## src/sv/paf_pkg.sv

```systemverilog
// Shared types and codes of the proxy address filter.
`default_nettype none

package paf_pkg;

  localparam logic [1:0] CMD_SET_TYPE = 2'd0;
  localparam logic [1:0] CMD_ADD      = 2'd1;
  localparam logic [1:0] CMD_REMOVE   = 2'd2;
  localparam logic [1:0] CMD_CHECK    = 2'd3;

  localparam logic [1:0] ST_OK       = 2'd0;
  localparam logic [1:0] ST_BAD_TYPE = 2'd1;
  localparam logic [1:0] ST_FULL     = 2'd2;

  localparam logic [7:0] TYPE_MAX = 8'd1;

  typedef struct packed {
    logic [1:0]  command;
    logic [15:0] address;
    logic [7:0]  new_filter_type;
    logic        last_in_message;
  } in_item_t;

  typedef struct packed {
    logic [1:0] status;
    logic       accepted;
    logic       current_type;
    logic [4:0] entry_count;
    logic       message_done;
  } out_item_t;

endpackage

`default_nettype wire

```

## src/sv/paf_list_ram.sv

```systemverilog
// Address list storage: one write port and one registered read port.
`default_nettype none

module paf_list_ram #(
  parameter int DEPTH = 16,
  parameter int AW    = 4
) (
  input  wire logic          clk,
  input  wire logic          wr_en,
  input  wire logic [AW-1:0] wr_addr,
  input  wire logic [15:0]   wr_data,
  input  wire logic          rd_en,
  input  wire logic [AW-1:0] rd_addr,
  output logic      [15:0]   rd_data
);

  logic [15:0] mem_r [DEPTH];
  logic [15:0] rd_data_r;

  always_ff @(posedge clk) begin
    if (wr_en) begin
      mem_r[wr_addr] <= wr_data;
    end
    if (rd_en) begin
      rd_data_r <= mem_r[rd_addr];
    end
  end

  assign rd_data = rd_data_r;

endmodule

`default_nettype wire

```

## src/sv/proxy_address_filter.sv

```systemverilog
// Proxy destination address filter: list memory plus a scanning sequencer.
//
// Each input item on in_valid/in_ready is one command: set filter type, add,
// remove or check an address. Every item yields exactly one result item on
// out_valid/out_ready with status, check answer, type and list count.
// The list sits in a RAM and is searched by one 16-bit comparator, one entry
// per cycle, with the registered RAM read issued the cycle before its compare.
// A set-type item goes straight to the done state without a list scan.
// Add, check and remove scan the listed entries until the address matches or
// the list ends. A remove that matches below the last slot then moves the
// later entries down by one slot. The block takes one item at a time;
// in_ready is high only when it is idle, which it becomes again as the result
// is loaded. The result register holds a finished result while out_ready is
// low, and a new item may be accepted meanwhile; its result waits until the
// register is free. Synchronous reset leaves an empty accept list and no result
// pending; the RAM needs no clearing since only listed slots are ever read.
`default_nettype none

module proxy_address_filter #(
  parameter int LIST_DEPTH = 16
) (
  input  wire logic               clk,
  input  wire logic               rst_n,
  input  wire logic               in_valid,
  output logic                    in_ready,
  input  wire paf_pkg::in_item_t  in_data,
  output logic                    out_valid,
  input  wire logic               out_ready,
  output paf_pkg::out_item_t      out_data
);

  localparam int CW = $clog2(LIST_DEPTH + 1);
  localparam int IW = (LIST_DEPTH > 1) ? $clog2(LIST_DEPTH) : 1;

  typedef enum logic [4:0] {
    S_IDLE  = 5'b00001,
    S_SCAN  = 5'b00010,
    S_ACT   = 5'b00100,
    S_SHIFT = 5'b01000,
    S_DONE  = 5'b10000
  } state_t;

  state_t             state_r, state_nxt;
  logic [1:0]         cmd_r, cmd_nxt;
  logic [15:0]        addr_r, addr_nxt;
  logic               last_r, last_nxt;
  logic [CW-1:0]      count_r, count_nxt;
  logic               mode_r, mode_nxt;
  logic [CW-1:0]      ptr_r, ptr_nxt;
  logic               pipe_vld_r, pipe_vld_nxt;
  logic [CW-1:0]      pipe_idx_r, pipe_idx_nxt;
  logic               found_r, found_nxt;
  logic [CW-1:0]      pos_r, pos_nxt;
  logic [1:0]         status_r, status_nxt;
  logic               acc_r, acc_nxt;
  logic               out_valid_r, out_valid_nxt;
  paf_pkg::out_item_t out_data_r, out_data_nxt;

  logic               issue;
  logic               wr_en;
  logic [IW-1:0]      wr_addr;
  logic [15:0]        wr_data;
  logic               rd_en;
  logic [15:0]        rd_data;

  paf_list_ram #(
    .DEPTH (LIST_DEPTH),
    .AW    (IW)
  ) u_list_ram (
    .clk     (clk),
    .wr_en   (wr_en),
    .wr_addr (wr_addr),
    .wr_data (wr_data),
    .rd_en   (rd_en),
    .rd_addr (ptr_r[IW-1:0]),
    .rd_data (rd_data)
  );

  assign in_ready  = (state_r == S_IDLE);
  assign out_valid = out_valid_r;
  assign out_data  = out_data_r;
  assign issue     = (ptr_r < count_r);

  always_comb begin
    state_nxt     = state_r;
    cmd_nxt       = cmd_r;
    addr_nxt      = addr_r;
    last_nxt      = last_r;
    count_nxt     = count_r;
    mode_nxt      = mode_r;
    ptr_nxt       = ptr_r;
    pipe_vld_nxt  = pipe_vld_r;
    pipe_idx_nxt  = pipe_idx_r;
    found_nxt     = found_r;
    pos_nxt       = pos_r;
    status_nxt    = status_r;
    acc_nxt       = acc_r;
    out_valid_nxt = out_valid_r;
    out_data_nxt  = out_data_r;
    wr_en         = 1'b0;
    wr_addr       = count_r[IW-1:0];
    wr_data       = addr_r;
    rd_en         = 1'b0;

    if (out_valid_r && out_ready) begin
      out_valid_nxt = 1'b0;
    end

    case (state_r)
      S_IDLE: begin
        if (in_valid) begin
          cmd_nxt      = in_data.command;
          addr_nxt     = in_data.address;
          last_nxt     = in_data.last_in_message;
          status_nxt   = paf_pkg::ST_OK;
          acc_nxt      = 1'b0;
          found_nxt    = 1'b0;
          ptr_nxt      = '0;
          pipe_vld_nxt = 1'b0;
          if (in_data.command == paf_pkg::CMD_SET_TYPE) begin
            if (in_data.new_filter_type > paf_pkg::TYPE_MAX) begin
              status_nxt = paf_pkg::ST_BAD_TYPE;
            end else begin
              mode_nxt  = in_data.new_filter_type[0];
              count_nxt = '0;
            end
            state_nxt = S_DONE;
          end else begin
            state_nxt = S_SCAN;
          end
        end
      end
      S_SCAN: begin
        rd_en        = issue;
        pipe_vld_nxt = issue;
        pipe_idx_nxt = ptr_r;
        if (issue) begin
          ptr_nxt = CW'(ptr_r + 1'b1);
        end
        if (pipe_vld_r && (rd_data == addr_r)) begin
          found_nxt = 1'b1;
          pos_nxt   = pipe_idx_r;
          state_nxt = S_ACT;
        end else if (!issue && !pipe_vld_r) begin
          state_nxt = S_ACT;
        end
      end
      S_ACT: begin
        pipe_vld_nxt = 1'b0;
        state_nxt    = S_DONE;
        case (cmd_r)
          paf_pkg::CMD_ADD: begin
            if (!found_r) begin
              if (count_r == CW'(LIST_DEPTH)) begin
                status_nxt = paf_pkg::ST_FULL;
              end else begin
                wr_en     = 1'b1;
                count_nxt = CW'(count_r + 1'b1);
              end
            end
          end
          paf_pkg::CMD_REMOVE: begin
            if (found_r) begin
              if (CW'(pos_r + 1'b1) < count_r) begin
                ptr_nxt   = CW'(pos_r + 1'b1);
                state_nxt = S_SHIFT;
              end else begin
                count_nxt = CW'(count_r - 1'b1);
              end
            end
          end
          paf_pkg::CMD_CHECK: begin
            acc_nxt = found_r ^ mode_r;
          end
          default: begin
            acc_nxt = 1'b0;
          end
        endcase
      end
      S_SHIFT: begin
        rd_en        = issue;
        pipe_vld_nxt = issue;
        pipe_idx_nxt = ptr_r;
        if (issue) begin
          ptr_nxt = CW'(ptr_r + 1'b1);
        end
        if (pipe_vld_r) begin
          wr_en   = 1'b1;
          wr_addr = IW'(pipe_idx_r - 1'b1);
          wr_data = rd_data;
        end
        if (!issue && !pipe_vld_r) begin
          count_nxt = CW'(count_r - 1'b1);
          state_nxt = S_DONE;
        end
      end
      S_DONE: begin
        if (!out_valid_r || out_ready) begin
          out_valid_nxt             = 1'b1;
          out_data_nxt.status       = status_r;
          out_data_nxt.accepted     = acc_r;
          out_data_nxt.current_type = mode_r;
          out_data_nxt.entry_count  = 5'(count_r);
          out_data_nxt.message_done = last_r;
          state_nxt                 = S_IDLE;
        end
      end
      default: begin
        state_nxt = S_IDLE;
      end
    endcase
  end

  always_ff @(posedge clk) begin
    if (!rst_n) begin
      state_r     <= S_IDLE;
      count_r     <= '0;
      mode_r      <= 1'b0;
      out_valid_r <= 1'b0;
      pipe_vld_r  <= 1'b0;
    end else begin
      state_r     <= state_nxt;
      count_r     <= count_nxt;
      mode_r      <= mode_nxt;
      out_valid_r <= out_valid_nxt;
      pipe_vld_r  <= pipe_vld_nxt;
    end
  end

  always_ff @(posedge clk) begin
    cmd_r      <= cmd_nxt;
    addr_r     <= addr_nxt;
    last_r     <= last_nxt;
    ptr_r      <= ptr_nxt;
    pipe_idx_r <= pipe_idx_nxt;
    found_r    <= found_nxt;
    pos_r      <= pos_nxt;
    status_r   <= status_nxt;
    acc_r      <= acc_nxt;
    out_data_r <= out_data_nxt;
  end

  a_count_bound: assert property (@(posedge clk) disable iff (!rst_n)
    count_r <= CW'(LIST_DEPTH))
    else $error("List count exceeds the list depth.");

  a_result_source: assert property (@(posedge clk) disable iff (!rst_n)
    $rose(out_valid_r) |-> $past(state_r == S_DONE))
    else $error("A result item appeared outside the done state.");

  a_one_at_a_time: assert property (@(posedge clk) disable iff (!rst_n)
    (in_valid && in_ready) |=> !in_ready)
    else $error("A second item was taken while one was in progress.");

  a_no_scan_on_set: assert property (@(posedge clk) disable iff (!rst_n)
    (state_r == S_SCAN) |-> (cmd_r != paf_pkg::CMD_SET_TYPE))
    else $error("A set-type item entered the list scan.");

endmodule

`default_nettype wire
```

## config.mk

```make
export PLATFORM = sky130hd
export DESIGN_NAME = proxy_address_filter
export DESIGN_NICKNAME = d
export VERILOG_FILES = /design/src/sv/paf_pkg.sv /design/src/sv/paf_list_ram.sv /design/src/sv/proxy_address_filter.sv
export SDC_FILE = /design/constraint.sdc
export NUM_CORES = 1
export LEC_CHECK = 0
export ABC_AREA = 1
export BUFFER_PORTS_ARGS = -buffer_cell sky130_fd_sc_hd__buf_2
export CAP_MARGIN = 20
export CORE_MARGIN = 2
export CORE_UTILIZATION = 40
export CTS_CLUSTER_DIAMETER = 120
export DETAILED_ROUTE_END_ITERATION = 7
export PLACE_DENSITY_LB_ADDON = 0.1
export SLEW_MARGIN = 20
export SYNTH_ARGS = -nofsm -noshare
export SYNTH_HDL_FRONTEND = slang
export SYNTH_SLANG_ARGS = --single-unit
```

## constraint.sdc

```tcl
create_clock -name clk -period 4.42 [get_ports clk]
set_input_delay 0.884 -clock clk [delete_from_list [all_inputs] [get_ports clk]]
set_output_delay 0.884 -clock clk [all_outputs]
set_load 0.01 [all_outputs]
```

==> flow_summary.yaml <==
grt:
  grt_pass1_wl_um: 53000
  grt.overflow.total: 0
  antenna_found_initial: 0
  grt_max_degree: 133
  grt_pass1_vias: 8381
  track_usage_pct: 19.9
clocking:
  clock_tree.root_cell: "clkbuf_16"
  tritoncts: "built"
  clock_latency_ns: 0.54
  cts_made_buffers: 38
  clock-sinks: 333
  cts-hold-fix-buffers: 0
  cts-resized-gates: 0
  postCtsSetupBuffers: 0
  cts_max_level: 2
  path_clk_slew_ns: 0.06
  max-clock-path-buffers: 3
place:
  dpl.hpwl_um: 22200
  io_buffers: 42
  dp_worst_setup_slack_ns: 1.28
  routabilityCongestion: 0.856
synth:
  ys_seq_area_share_pct: 70.6
  synth_seq_cells: 333
  synth_edf_count: 320
  netlist_area_mm2: 0.0140
  ys_types: 45
  avgSynthCellArea_um2: 12.8
  async_flop_share_pct: 0
  ys_warn_count: 0
  synth_cells: 1090
  synth_flop_cell: "edfxtp_1"
  syn_nets: 1138
floorplanning:
  rows: 68
  die_w_um: 191
  core_area_mm2: 0.0345
  die_y_um: 191
  start_util_pct: 40.5
  ioPinCount: 43
  die_area_mm2: 0.0364
worst_setup_path:
  regToRegSetupSlack_ns: 1.31
  cp_max_fo: 35
  worstPathArrival_ns: 3.24
  cp.required_ns: 4.56
  worst_setup_path_end_kind: "flop"
  worst-path-buf-inv: 2
  crit_top_cell: "inv_1"
  rr_endpoint: "u_list_ram.mem_r[14][3]"
  worst_setup_path_start_kind: "flop"
  r2r-start: "state_r[3]"
  cpLargestDelayFamily: "simple AND/OR/NAND/NOR gates"
  critPathMaxStageDelay_ns: 0.80
  rr_worst_depth: 8
  crit_type: "flop to flop"
  crit_chain: "inv_1 -> nor2_1 -> nand3_2 -> nor2_4 -> o21ai_0 -> inv_1 -> nand3_1 -> nor2_2"
  cpMaxStageDelayCell: "nor2_2"
timing:
  drv_slew: 0
  finalSetupTns_ns: 0
  max_slew_margin_pct: 35.0
  fin_crit_ns: 3.11
  max_freq_ghz: 0.322
  setup_ws_ns: 1.31
  worst_pin_slew_ns: 0.975
  setup_violations: 0
  finalCritPeriodShare_pct: 70.3
  rsz0062_at_grt: "false"
  finalHoldViolCount: 0
  finClkSkew_ns: 0.0288
power_and_ir_drop:
  swShare_pct: 31.3
  seqPwrFrac_pct: 41.1
  pwr-share-comb_pct: 23.5
  max-vdd-ir-drop_uv: 445
  p_clk_share_pct: 35.5
  p_int_uw: 6320
  leakage_uw: 0.00561
  p_sw_uw: 2880
  cellPowerDensity_mw_per_mm2: 570
final_layout:
  fin_util_pct: 46.9
  multi_input_area_mm2: 0.00367
  drive_above_1_share_pct: 14.6
  area_growth_pct: 15.6
  fill_cells: 3094
  seq_area_mm2: 0.00987
  nets: 1201
detailed_routing:
  routed_via_density: 5.33
  vias: 8732
  firstDrtPassIters: 5
  drt_iter0_drc: 638
  drc: 0
  met2WireLength_um: 17200
  dr_wl_met3_um: 1860
  routed_wl_um: 36000
  wl_met1_um: 16300
  postRouteAntennaNets: 0
  routed.top_layer: "met4"
  wl_per_cell_um: 22.0
min_path:
  holdPathStages: 0
  min_to: "out_data[7]"
  min_from: "acc_r"
  hold_path_class: "flop to flop"
job:
  drv_cap: 0
run_status:
  status: "completed"
==> logic make-up after synthesis <==
kind of cell,count (synthesis),synth area share (%)
multiplexers,47,3.37
AND/OR/NAND/NOR,356,10.7
flip-flops,333,70.6
XOR/XNOR,14,0.878
adder cells (fa/ha/maj),17,1.52
AO/OA/AOI/OAI,201,9.44
buffers and inverters,122,3.48
==> worst register-to-register path: cells and delay by family, from the launching register on <==
family,cells,cell delay (ns)
AO/OA/AOI/OAI,1,0.29
buffers and inverters,2,0.20
flip-flops,1,0.34
AND/OR/NAND/NOR,5,1.87
==> through the flow <==
step,cell area (µm²),std cells,hold WS (ns),power (µW)
after floorplan,14000,1090,0.400,5190
after global placement,14800,1568,0.405,6010
after detailed placement,14800,1568,0.405,6010
after CTS,16100,1637,0.419,9290
after global routing,16100,1637,0.426,9590
final,16100,1638,0.417,9200
==> cell usage after synthesis, types with 8 or more instances <==
| master | instances | area, µm² |
|---|---|---|
| a21oi_1 | 8 | 40.0 |
| buf_2 | 15 | 75.1 |
| clkbuf_1 | 33 | 124 |
| dfxtp_1 | 13 | 260 |
| edfxtp_1 | 320 | 9610 |
| ha_1 | 17 | 213 |
| inv_1 | 64 | 240 |
| mux2i_1 | 47 | 470 |
| nand2_1 | 121 | 454 |
| nand3_1 | 37 | 185 |
| nand4_1 | 8 | 50.1 |
| nor2_1 | 162 | 608 |
| nor3_1 | 9 | 45.0 |
| o211ai_1 | 16 | 120 |
| o21ai_0 | 93 | 465 |
| o21ai_1 | 8 | 40.0 |
| o221ai_1 | 47 | 412 |
| o32ai_1 | 15 | 131 |
| xor2_1 | 9 | 78.8 |
==> final cells by class <==
class / instances / share of cell area, %
clock inverter: 24 / 2.01
antenna: 1 / 0.0155
inverter: 71 / 1.67
sequential: 333 / 61.1
tap: 455 / 3.53
multi-input combinational: 635 / 22.7
clock buffer: 45 / 6.05
timing repair buffer: 74 / 2.87
==> routing by layer <==
metal,up-vias,global-route usage [%]
li1,4139,-
met1,4342,27.3
met2,201,32.6
met3,50,3.67
met4,0,5.52
met5,-,0
==> layout by cell type (no fill, tap or decap), types with 3 or more instances in the layout <==
master and count:
edfxtp_1 320, clkbuf_16 38, nor2_1 144, o21ai_0 92
dfxtp_1 13, ha_1 17, nand2_2 5, o211ai_1 16
o32ai_1 15, mux2i_1 47, xnor2_1 5, a21oi_1 8
nor3_1 9, buf_2 42, buf_4 31, o22ai_1 5
nand2_1 121, clkinv_2 7, o21ai_1 9, bufinv_16 7
nor2_2 20, inv_2 5, nor2_4 3, nand4_1 8
nand3_1 37, clkinv_1 7, clkbuf_1 7, inv_1 64
o221ai_1 47, xor2_1 9
==> registers in the layout, indices dropped and copies added (netlist names) <==
name                count
u_list_ram.mem_r      256
mode_r                  1
u_list_ram.rd_data     16
count_r                 5
pipe_vld_r              1
state_r                 5
out_valid               1
ptr_r                   5
last_r                  1
status_r                2
found_r                 1
pipe_idx_r              5
cmd_r                   2
addr_r                 16
pos_r                   5
out_data               10
acc_r                   1
==> worst max-delay path by stage <==
stage	startpoint	endpoint	slack, ns	cells past startpoint
CTS	state_r[3]	u_list_ram.mem_r[9][11]	1.25	8
detailed placement	state_r[3]	u_list_ram.mem_r[9][14]	1.28	8
finish	state_r[3]	u_list_ram.mem_r[14][3]	1.31	8
global route	state_r[0]	u_list_ram.mem_r[9][11]	1.08	9
floorplan	pos_r[0]	ptr_r[0]	1.79	10
global placement	state_r[1]	u_list_ram.mem_r[9][10]	1.33	9
==> power by group through the flow <==
stage          Sequential (µW)  Combinational [µW]  Clock [µW]
3_3_place_gp              3840                2170           0
5_1_grt                   3790                2350        3460
2_1_floorplan             3810                1370           0
4_1_cts                   3780                2170        3340
3_5_place_dp              3840                2160           0
6_report                  3780                2160        3260
(Power assumes the default switching activity.)
